### src/hw/rtl/mwpf_pkg.sv
// shared types and constants for the window predictor fitness block
// transaction structs, cell control bundle, status codes and divider widths
// no dependencies
package mwpf_pkg;

  typedef struct packed {
    logic               func;
    logic [7:0]         weight_index;
    logic signed [15:0] weight_value;
    logic signed [15:0] sample;
    logic               last;
  } in_item_t;

  typedef struct packed {
    logic signed [15:0] prediction;
    logic [15:0]        abs_error;
    logic               prediction_valid;
    logic               run_done;
    logic [31:0]        fitness;
    logic [1:0]         fitness_status;
  } out_item_t;

  typedef struct packed {
    logic               wr_en;
    logic [7:0]         wr_idx;
    logic signed [15:0] wr_data;
    logic               acc_load;
    logic               acc_en;
    logic               oprod_en;
  } cell_ctrl_t;

  localparam logic FUNC_WEIGHT = 1'b0;
  localparam logic FUNC_SAMPLE = 1'b1;

  localparam logic [1:0] STAT_OK   = 2'd0;
  localparam logic [1:0] STAT_NONE = 2'd1;
  localparam logic [1:0] STAT_SAT  = 2'd2;

  localparam int EPS_W = 16;
  localparam logic [EPS_W-1:0] EPS_RESET = 16'd168;

  localparam int ERR_W = 48;
  localparam logic [ERR_W-1:0] ERR_MAX = {ERR_W{1'b1}};

  localparam int DVD_W = 60;
  localparam int DVS_W = 61;
  localparam logic [DVD_W-1:0] FIT_DVD = DVD_W'(64'd1 << 39);
  localparam logic [DVS_W-1:0] FIT_SAT_DEN = DVS_W'(129);

endpackage

### src/hw/rtl/mwpf_div.sv
// restoring divider, one quotient bit per cycle, shared by mean and fitness
// depends on mwpf_pkg
module mwpf_div (
  input  logic                            clk,
  input  logic                            rst,
  input  logic                            start,
  input  logic [mwpf_pkg::DVD_W-1:0]      dividend,
  input  logic [mwpf_pkg::DVS_W-1:0]      divisor,
  output logic                            busy,
  output logic [mwpf_pkg::DVD_W-1:0]      quotient
);

  localparam int CW = $clog2(mwpf_pkg::DVD_W + 1);

  logic [CW-1:0]                 cnt;
  logic [mwpf_pkg::DVS_W:0]      rem;
  logic [mwpf_pkg::DVS_W:0]      r2;
  logic [mwpf_pkg::DVD_W-1:0]    q;
  logic [mwpf_pkg::DVS_W-1:0]    dv;
  logic                          ge;

  assign r2       = {rem[mwpf_pkg::DVS_W-1:0], q[mwpf_pkg::DVD_W-1]};
  assign ge       = r2 >= {1'b0, dv};
  assign busy     = cnt != '0;
  assign quotient = q;

  always_ff @(posedge clk) begin
    if (rst) begin
      cnt <= '0;
    end else if (start) begin
      cnt <= CW'(mwpf_pkg::DVD_W);
      rem <= '0;
      q   <= dividend;
      dv  <= divisor;
    end else if (busy) begin
      cnt <= cnt - 1'b1;
      rem <= ge ? (r2 - {1'b0, dv}) : r2;
      q   <= {q[mwpf_pkg::DVD_W-2:0], ge};
    end
  end

endmodule

### config.mk
export PLATFORM = sky130hd
export DESIGN_NAME = mwpf_div
export DESIGN_NICKNAME = d
export VERILOG_FILES = /design/src/hw/rtl/mwpf_pkg.sv /design/src/hw/rtl/mwpf_div.sv
export SDC_FILE = /design/constraint.sdc
export NUM_CORES = 1
export LEC_CHECK = 0
export BUFFER_PORTS_ARGS = -buffer_cell sky130_fd_sc_hd__buf_2
export CORE_MARGIN = 2
export CORE_UTILIZATION = 40
export DETAILED_ROUTE_END_ITERATION = 8
export HOLD_SLACK_MARGIN = 0.08
export SETUP_SLACK_MARGIN = 0.15
export SLEW_MARGIN = 10
export SYNTH_ARGS = -nofsm -noshare
export SYNTH_HDL_FRONTEND = slang
export SYNTH_SLANG_ARGS = --single-unit
### constraint.sdc
create_clock -name clk -period 12.8 [get_ports clk]
set_input_delay 1.92 -clock clk [delete_from_list [all_inputs] [get_ports clk]]
set_output_delay 1.92 -clock clk [all_outputs]
set_load 0.05 [all_outputs]
==> results.json <==
{
  "status": "complete, no violations",
  "synthToLayoutAreaGrowth_pct": 15.81,
  "ys_types": 78,
  "crit_type": "reg2reg",
  "die_x_um": 171.8,
  "r2r_cells": 14,
  "swShare": 0.3686,
  "cts_tree": "yes",
  "drtIter0Drc": 588,
  "cp_slowest_stage_delay_ns": 0.60,
  "grt_first_pass_wirelength_mm": 43.75,
  "synth_top_cells_by_area": "edfxtp_1, ha_1, mux2_2, a21oi_1, nand2_1",
  "p_per_area_mw_per_mm2": 158.3,
  "core-area_mm2": 0.02778,
  "clock_sinks": 188,
  "p_seq_frac": 0.391,
  "hold_viol_final": 0,
  "syn_inst": 1065,
  "ys_top_cells_by_count": "edfxtp_1, nand2_1, a21oi_1",
  "synthArstFlopShare": 0,
  "drv_cap": 0,
  "die_y_um": 171.8,
  "maxSlewHeadroom": 0.4016,
  "share_comb_of_total_power": 0.354,
  "syn_area_mm2": 0.01126,
  "finalCriticalPeriod_ns": 4.023,
  "peakVddDrop_mv": 0.09587,
  "rsz0062_at_grt": "no",
  "path_cells": "inv_1, ha_1, inv_1, fa_1, a21oi_1, o221a_2, o2111ai_1, and4b_1, o211ai_2, nand2_2, a21boi_2, buf_4, a2111o_1, o211ai_1",
  "required_ns": 12.97,
  "fin_tns_setup_ns": 0,
  "multiInputGateArea_mm2": 0.005107,
  "p_int_mw": 1.304,
  "critPathSlowestCell": "a21boi_2",
  "crit_fanout": 29,
  "ctsHoldBuffers": 0,
  "max_slew.worst_pin.slew_ns": 0.8976,
  "clk_latency_ns": 0.45,
  "initial_core_util": 0.4054,
  "first_global_vias": 8495,
  "gp_congestion": 0.8441,
  "grt_start_max_net_pins": 71,
  "fmax_mhz": 248.6,
  "cts_setup_buffers": 0,
  "min_path_type": "reg2reg",
  "vias_per_cell": 5.304,
  "report.final.slew_viol_count": 0,
  "fillers": 2669,
  "dp_hpwl_mm": 19.99,
  "wl_per_cell_um": 17.04,
  "n_antenna_cell": 0,
  "vias": 8561,
  "pwr-share-clk": 0.254,
  "start_kind": "register",
  "post-route-util": 0.4695,
  "grt_overflow": 0,
  "finalSetupViolations": 0,
  "cts_htree_levels": 4,
  "antenna_found_initial": 0,
  "cts-root-buf": "clkbuf_16",
  "wl_mm": 27.51,
  "yosys_register_bits": 188,
  "cts.repair.resized": 0,
  "ant_nets": 0,
  "synthDominantCellAreaShare": 0.4853,
  "synth_edf_count": 182,
  "cts_made_buffers": 17,
  "fin_nets": 1410,
  "die-area_mm2": 0.02951,
  "cp_data_arrival_time_ns": 4.19,
  "rows": 61,
  "crit_path_end_kind": "register",
  "io_buffers": 184,
  "syn-num-nets": 1252,
  "clk_pin_slew_ns": 0.08,
  "critPathMostFrequentCell": "inv_1",
  "drc": 0,
  "post_synth.cell_area_avg_um2": 10.57,
  "fin_skew_ns": 0.01406,
  "yosysMostFrequentCell": "edfxtp_1",
  "p_switching_uw": 761.2,
  "synth_top_cell_by_area": "edfxtp_1",
  "period_share": 0.3143,
  "io_pins": 185,
  "leakage_nw": 5.361,
  "whs_path_depth": 2,
  "track_usage": 0.1885,
  "synthFlopType": "edfxtp_1",
  "regArea_mm2": 0.005585,
  "first_pass_iters": 4,
  "yosysSeqAreaShare": 0.4959,
  "drive_gt1_frac": 0.2492,
  "cts_max_path_buffers": 2,
  "yosys_warnings": 0
}
==> critical path, delay by kind of cell, from the launching register on <==
family / cells / cell delay, ns
AO/OA/AOI/OAI: 7 / 1.72
adder cells (fa/ha/maj): 2 / 0.63
buffers and inverters: 3 / 0.60
flip-flops: 1 / 0.41
AND/OR/NAND/NOR: 2 / 0.37
==> flip-flops by register name, indices dropped and copies added, names as in the netlist <==
register  flops
dv           61
rem          61
quotient     60
cnt           6
==> kinds of logic (layout without fill, tap and decap cells) <==
family          count (synthesis)  count (layout)  share of synthesized area
compound gates                293             293                     0.1690
simple gates                  270             270                     0.1121
flops                         188             188                     0.4959
buf+inv                       139             310                    0.05188
fa+ha+maj                      63              63                    0.07066
mux                            60              60                    0.05999
xor+xnor                       52              52                    0.04044
==> layout by cell type (no fill, tap or decap), types with 6 or more instances in the layout <==
| cell type | count |
|---|---|
| buf_2 | 183 |
| edfxtp_1 | 182 |
| nand2_1 | 125 |
| a21oi_1 | 119 |
| inv_1 | 87 |
| ha_1 | 62 |
| mux2_2 | 60 |
| nor2_1 | 49 |
| o21ai_0 | 36 |
| xnor2_1 | 29 |
| nand4_1 | 26 |
| a21o_1 | 24 |
| xor2_1 | 23 |
| a211oi_1 | 19 |
| clkbuf_16 | 17 |
| o21bai_1 | 16 |
| nor3_1 | 13 |
| nand3_1 | 12 |
| a31oi_1 | 11 |
| a22o_1 | 9 |
| or3_1 | 8 |
| o21ai_1 | 8 |
| buf_4 | 8 |
| nor4_1 | 6 |
| nor2b_1 | 6 |
| o211ai_1 | 6 |
| dfxtp_1 | 6 |
==> path summary, 6_finish.rpt <==
| path | from | endpoint | slack (ns) |
|---|---|---|---|
| worst min-delay path | cnt[5] | cnt[4] | 0.49 |
| worst min register to register | cnt[5] | cnt[4] | 0.49 |
| worst max-delay path | quotient[59] | rem[54] | 8.78 |
| worst max register to register | quotient[59] | rem[54] | 8.78 |
==> power groups by stage <==
stage               logic [mW]  registers, mW  clock network, mW
floorplan                0.516          0.870                  0
global placement         0.724          0.821                  0
detailed placement       0.726          0.820                  0
CTS                      0.732          0.808              0.537
global route             0.813          0.816              0.561
finish                   0.732          0.808              0.525
==> routing by layer <==
metal,vias up,global-route usage,routed length [um],share of wire
met1,4052,0.2512,12700,0.46
met5,-,0,0,0
met4,0,0.04202,276,0.010
met3,21,0.05016,1713,0.062
met2,238,0.3080,12820,0.47
li1,4250,-,-,-
==> cell type report <==
class / instances / area share
Sequential cell: 188 / 0.4282
Multi-Input combinational cell: 738 / 0.3916
Timing Repair Buffer: 191 / 0.07483
Tap cell: 378 / 0.03626
Clock buffer: 18 / 0.03367
Inverter: 87 / 0.02504
Clock inverter: 14 / 0.01036
==> per-stage QoR <==
| step | power [mW] | setup slack (ns) | cell area, um^2 | hold WS (ns) | instances |
|---|---|---|---|---|---|
| after floorplan | 1.387 | 4.394 | 11260 | 0.4534 | 1065 |
| after global placement | 1.545 | 8.732 | 12470 | 0.4697 | 1582 |
| after detailed placement | 1.547 | 8.677 | 12470 | 0.4861 | 1582 |
| after CTS | 2.077 | 8.760 | 13040 | 0.4909 | 1614 |
| after global routing | 2.190 | 8.434 | 13040 | 0.5288 | 1614 |
| final | 2.065 | 8.777 | 13040 | 0.4878 | 1614 |
Power figures use the tool's default switching activity.
