## config.mk

```make
export PLATFORM = sky130hd
export DESIGN_NAME = mwpf_cell
export DESIGN_NICKNAME = d
export VERILOG_FILES = /design/src/hw/rtl/mwpf_pkg.sv /design/src/hw/rtl/mwpf_cell.sv
export SDC_FILE = /design/constraint.sdc
export NUM_CORES = 2
export LEC_CHECK = 0
export CORE_UTILIZATION = 27
export DETAILED_ROUTE_END_ITERATION = 6
export DONT_BUFFER_PORTS = 1
export GPL_TIMING_DRIVEN = 0
export PLACE_DENSITY = 0.47
export SLEW_MARGIN = 20
export SYNTH_ARGS = -nofsm -noshare
export SYNTH_HDL_FRONTEND = slang
export SYNTH_SLANG_ARGS = --single-unit
```

## constraint.sdc

```tcl
create_clock -name clk -period 14.5 [get_ports clk]
set_input_delay 1.45 -clock clk [delete_from_list [all_inputs] [get_ports clk]]
set_output_delay 1.45 -clock clk [all_outputs]
set_load 0.01 [all_outputs]
```

## src/hw/rtl/mwpf_pkg.sv

```systemverilog
// shared types and constants for the window predictor fitness block
// transaction structs, cell control bundle, status codes and divider widths
// no dependencies
package mwpf_pkg;

  typedef struct packed {
    logic               func;
    logic [7:0]         weight_index;
    logic signed [15:0] weight_value;
    logic signed [15:0] sample;
    logic               last;
  } in_item_t;

  typedef struct packed {
    logic signed [15:0] prediction;
    logic [15:0]        abs_error;
    logic               prediction_valid;
    logic               run_done;
    logic [31:0]        fitness;
    logic [1:0]         fitness_status;
  } out_item_t;

  typedef struct packed {
    logic               wr_en;
    logic [7:0]         wr_idx;
    logic signed [15:0] wr_data;
    logic               acc_load;
    logic               acc_en;
    logic               oprod_en;
  } cell_ctrl_t;

  localparam logic FUNC_WEIGHT = 1'b0;
  localparam logic FUNC_SAMPLE = 1'b1;

  localparam logic [1:0] STAT_OK   = 2'd0;
  localparam logic [1:0] STAT_NONE = 2'd1;
  localparam logic [1:0] STAT_SAT  = 2'd2;

  localparam int EPS_W = 16;
  localparam logic [EPS_W-1:0] EPS_RESET = 16'd168;

  localparam int ERR_W = 48;
  localparam logic [ERR_W-1:0] ERR_MAX = {ERR_W{1'b1}};

  localparam int DVD_W = 60;
  localparam int DVS_W = 61;
  localparam logic [DVD_W-1:0] FIT_DVD = DVD_W'(64'd1 << 39);
  localparam logic [DVS_W-1:0] FIT_SAT_DEN = DVS_W'(129);

endpackage

```

## src/hw/rtl/mwpf_cell.sv

```systemverilog
// one hidden unit of the predictor chain: weight store, tap mac, relu,
// output weight product and one stage of the output sum chain
// depends on mwpf_pkg
module mwpf_cell #(
  parameter int WINDOW  = 8,
  parameter int HIDDEN  = 16,
  parameter int CELL_ID = 0,
  parameter int SUM_W   = 58
) (
  input  logic                                              clk,
  input  mwpf_pkg::cell_ctrl_t                              ctrl,
  input  logic [((WINDOW > 1) ? $clog2(WINDOW) : 1)-1:0]    rd_idx,
  input  logic signed [15:0]                                tap,
  input  logic signed [SUM_W-1:0]                           sum_in,
  output logic signed [SUM_W-1:0]                           sum_out
);

  localparam int TAP_W = (WINDOW > 1) ? $clog2(WINDOW) : 1;
  localparam int ACC_W = 33 + $clog2(WINDOW + 1);
  localparam int OP_W  = ACC_W + 16;
  localparam logic [12:0] W_BASE = 13'(CELL_ID * WINDOW);
  localparam logic [12:0] W_END  = 13'((CELL_ID + 1) * WINDOW);
  localparam logic [12:0] B_IDX  = 13'(WINDOW * HIDDEN + CELL_ID);
  localparam logic [12:0] O_IDX  = 13'(WINDOW * HIDDEN + HIDDEN + CELL_ID);

  logic signed [15:0]      hw [WINDOW];
  logic signed [15:0]      w_q;
  logic signed [15:0]      bias;
  logic signed [15:0]      ow;
  logic signed [31:0]      prod;
  logic signed [ACC_W-1:0] acc;
  logic signed [ACC_W-1:0] relu_v;
  logic signed [OP_W-1:0]  oprod;
  logic [12:0]             idx;
  logic [12:0]             rel;

  assign idx    = {5'd0, ctrl.wr_idx};
  assign rel    = idx - W_BASE;
  assign relu_v = acc[ACC_W-1] ? '0 : acc;

  always_ff @(posedge clk) begin
    if (ctrl.wr_en && idx >= W_BASE && idx < W_END) begin
      hw[rel[TAP_W-1:0]] <= ctrl.wr_data;
    end
    if (ctrl.wr_en && idx == B_IDX) begin
      bias <= ctrl.wr_data;
    end
    if (ctrl.wr_en && idx == O_IDX) begin
      ow <= ctrl.wr_data;
    end
    w_q  <= hw[rd_idx];
    prod <= 32'(tap) * 32'(w_q);
    if (ctrl.acc_load) begin
      acc <= ACC_W'(bias) <<< 12;
    end else if (ctrl.acc_en) begin
      acc <= acc + ACC_W'(prod);
    end
    if (ctrl.oprod_en) begin
      oprod <= OP_W'(relu_v) * OP_W'(ow);
    end
    sum_out <= sum_in + SUM_W'(oprod);
  end

endmodule

```

==> impl_table.tex <==
\begin{tabular}{lr}
\hline
Metric & Value \\
\hline
\multicolumn{2}{l}{\textbf{Critical path}} \\
\quad Maximum single-stage delay on the critical path & 0.97 ns \\
\quad Stages on the worst setup path & 28 \\
\quad Kind of critical path & flop to flop \\
\quad CP endpoint kind & flop \\
\quad Required arrival time at the worst endpoint & 14.89 ns \\
\quad Most frequent CP cell & sky130\_fd\_sc\_hd\_\_fa\_1 \\
\quad Worst-path fanout max & 10 \\
\quad Top cell family by delay on the critical path & adder cells \\
\quad Launching element type of the critical path & flop \\
\quad Worst path buffer plus inverter count & 9 \\
\quad Endpoint arrival time on the critical path & 9.44 ns \\
\quad Slowest CP cell & sky130\_fd\_sc\_hd\_\_nor2b\_1 \\
\quad Cells on worst reg2reg path & 28 \\
\multicolumn{2}{l}{\textbf{Timing}} \\
\quad Part of the cycle the worst path needs & 0.624 \\
\quad Total Negative Setup Slacks & 0 ns \\
\quad RSZ-0062 raised after global routing & no \\
\quad Number of pins exceeding their max-slew limit in the final report & 0 \\
\quad Slew at the pin closest to its max-slew limit & 1.17 ns \\
\quad Number of hold-slack violations in the final timing report & 0 \\
\quad Headroom to the max-slew limit & 0.220 \\
\quad Min cycle time layout & 9.05 ns \\
\quad Final Setup Violations & 0 \\
\quad F\_max & 110 MHz \\
\quad Post-Route Skew & 0.0354 ns \\
\multicolumn{2}{l}{\textbf{Clock network}} \\
\quad Clock buffer count from CTS & 43 \\
\quad Clock tree root buffer cell & sky130\_fd\_sc\_hd\_\_clkbuf\_16 \\
\quad Post-CTS Hold Buffers & 0 \\
\quad Number of sinks handled by clock tree synthesis & 356 \\
\quad CTS HTree Levels & 2 \\
\quad Number of buffers between clock root and the deepest sink & 3 \\
\quad Number of instances resized during post-cts repair & 0 \\
\quad Clock Latency Late Sink & 0.64 ns \\
\quad Post CTS Setup Buffer Count & 0 \\
\quad Clock-pin slew of the registers on the worst-case setup and hold paths & 0.06 ns \\
\quad Clock tree from TritonCTS & built \\
\multicolumn{2}{l}{\textbf{Placed design}} \\
\quad Post-placement cell count & 6778 \\
\quad Final weighted congestion of routability-driven global placement & 0.888 \\
\quad DP Wirelength & 107 mm \\
\quad Buffers on Ports & 0 \\
\multicolumn{2}{l}{\textbf{Synthesis}} \\
\quad Syn\_nets & 5759 \\
\quad Ys async rst share & 0 \\
\quad Fraction of the mapped netlist area in compound gates & 0.0798 \\
\quad Post-Synth Adder-Cell Area & 0.424 \\
\quad Mean cell area of the mapped netlist & 9.77 µm² \\
\quad Unique masters post-synth & 87 \\
\quad Area of the mapped netlist & 44700 µm² \\
\quad Sequential cell area fraction in the yosys report & 0.213 \\
\quad Fraction of the mapped netlist area in simple logic gates & 0.135 \\
\quad Fraction of synthesized area in multiplexers & 0.0217 \\
\quad Warnings, synthesis & 0 \\
\quad Dominant combinational cell family by area after synthesis & adder cells \\
\quad Cells after synthesis & 4578 \\
\quad Xor/xnor share of the synthesized area & 0.0323 \\
\quad Number of flip-flops and latches in the synthesized netlist & 356 \\
\quad Number of enable flip-flop cells after synthesis & 238 \\
\quad Primary FF master, synth & sky130\_fd\_sc\_hd\_\_edfxtp\_1 \\
\multicolumn{2}{l}{\textbf{Hold path}} \\
\quad Hold crit path type & flop to flop \\
\quad Worst hold path stage count & 1 \\
\multicolumn{2}{l}{\textbf{GRT}} \\
\quad Global-route wire length before repair & 199 mm \\
\quad Largest net degree at the start of global routing & 54 \\
\quad Number of antenna violations at the first check in global routing & 6 \\
\quad Global-route total usage across every layer & 0.156 \\
\quad Number of global-route vias before repair & 32500 \\
\quad Total overflow reported by the global router & 0 \\
\multicolumn{2}{l}{\textbf{Status}} \\
\quad Status & finished, final reports clean \\
\multicolumn{2}{l}{\textbf{Floorplanning}} \\
\quad I/O pins & 164 \\
\quad Die Y & 409 µm \\
\quad Starting Density & 0.271 \\
\quad Area of the die & 167000 µm² \\
\quad Placeable Area & 165000 µm² \\
\quad FP Rows & 149 \\
\quad Die extent in x & 409 µm \\
\multicolumn{2}{l}{\textbf{Route}} \\
\quad Post-detailed-routing wire length & 129 mm \\
\quad Via Count & 30745 \\
\quad Routed WL per cell & 18.8 µm \\
\quad Via density per instance & 4.48 \\
\quad Number of nets with antenna violations after detailed routing & 0 \\
\quad Drt pass-1 iters & 5 \\
\quad Post-detailed-route DRC marker count & 0 \\
\quad Number of DRC markers after the initial detailed-route iteration & 1913 \\
\multicolumn{2}{l}{\textbf{Final layout}} \\
\quad Share of cells above drive strength 1 & 0.0368 \\
\quad Most common library cell in the layout ignoring fill and taps & sky130\_fd\_sc\_hd\_\_inv\_1 \\
\quad Number of standard cells in the layout, taps in and fillers out & 6862 \\
\quad Commonest cells after routing, fill and taps aside & 946 x sky130\_fd\_sc\_hd\_\_inv\_1, 738 x sky130\_fd\_sc\_hd\_\_fa\_1, 587 x sky130\_fd\_sc\_hd\_\_nand2\_1, 337 x sky130\_fd\_sc\_hd\_\_ha\_1, 298 x sky130\_fd\_sc\_hd\_\_and2\_1 \\
\quad Area Overhead vs Synth & 9.92\% \\
\quad Final-stage net count & 5815 \\
\multicolumn{2}{l}{\textbf{Run}} \\
\quad Number of maximum-capacitance constraint violations & 0 \\
\hline
\end{tabular}
path summary, 6_finish.rpt:
check	startpoint	endpoint	slack, ns
worst max-delay path	acc[36]$_DFFE_PP_	oprod[49]$_DFFE_PP_	5.45
worst min-delay path	oprod[0]$_DFFE_PP_	sum_out[0]$_DFF_P_	0.49
worst max register to register	acc[36]$_DFFE_PP_	oprod[49]$_DFFE_PP_	5.45
worst min register to register	oprod[0]$_DFFE_PP_	sum_out[0]$_DFF_P_	0.49
cell type report:
| cell class | instances | area (µm²) |
|---|---|---|
| flip-flops and latches | 356 | 9510 |
| multi-input cells | 3101 | 31100 |
| well taps | 2189 | 2740 |
| fillers | 17369 | 116000 |
| clock buffers | 52 | 1130 |
| repair buffers | 11 | 113 |
| inverters | 947 | 3550 |
| diodes | 4 | 10.0 |
| clock inverters | 28 | 408 |
| plain buffers | 174 | 664 |
cells in the mapped netlist, types with 11 or more instances:
cell	n	area [µm²]
sky130_fd_sc_hd__clkbuf_1	160	601
sky130_fd_sc_hd__buf_1	12	45.0
sky130_fd_sc_hd__a31oi_1	19	119
sky130_fd_sc_hd__xor2_1	62	543
sky130_fd_sc_hd__nand4_1	17	106
sky130_fd_sc_hd__and2_1	298	1860
sky130_fd_sc_hd__o21bai_1	39	293
sky130_fd_sc_hd__nand2_1	587	2200
sky130_fd_sc_hd__nor2_1	126	473
sky130_fd_sc_hd__a21o_1	81	608
sky130_fd_sc_hd__fa_1	738	14800
sky130_fd_sc_hd__nand3_1	36	180
sky130_fd_sc_hd__xnor2_1	103	902
sky130_fd_sc_hd__nor3_1	29	145
sky130_fd_sc_hd__o21a_1	25	188
sky130_fd_sc_hd__dfxtp_1	118	2360
sky130_fd_sc_hd__nand2b_1	51	319
sky130_fd_sc_hd__nor2b_1	48	300
sky130_fd_sc_hd__and3_1	23	144
sky130_fd_sc_hd__a21oi_1	162	811
sky130_fd_sc_hd__edfxtp_1	238	7150
sky130_fd_sc_hd__inv_1	946	3550
sky130_fd_sc_hd__ha_1	337	4220
sky130_fd_sc_hd__mux4_2	32	721
sky130_fd_sc_hd__o211ai_1	11	82.6
sky130_fd_sc_hd__o21ai_0	111	556
sky130_fd_sc_hd__a211oi_1	21	158
sky130_fd_sc_hd__mux2_2	16	180
metal layers:
layer / wire [µm] / global-route usage
met1: 57400 / 0.206
met2: 60100 / 0.258
met3: 7390 / 0.0271
met4: 3970 / 0.0461
met5: 0 / 0
state kept, by name, indices dropped and copies added (netlist names):
name	flops
bias	16
acc	37
hw	128
prod	32
oprod	53
sum_out	58
w_q	16
ow	16
metrics by stage:
step | area, µm² | hold WS (ns) | utilization | worst slack (ns)
floorplan | 44700 | 0.437 | - | 7.22
global placement | 47500 | 0.487 | 0.288 | 5.36
detailed placement | 47600 | 0.486 | 0.289 | 5.35
CTS | 49200 | 0.502 | 0.298 | 5.38
global route | 49200 | 0.522 | 0.298 | 5.02
finish | 49200 | 0.494 | 0.298 | 5.45
kinds of logic (layout without fill, tap and decap cells):
family                     Yosys count  in the layout
muxes                               55             55
xor gates and xnor gates           165            165
other                                0              4
AOI/OAI and AO/OA                  550            550
DFF                                356            356
buffers and inverters             1121           1212
and+or+nand+nor                   1256           1256
adders and majority gates         1075           1075
Power is not shown: default switching activity piles up to over one toggle a cycle in this logic, so the estimate is an artifact.
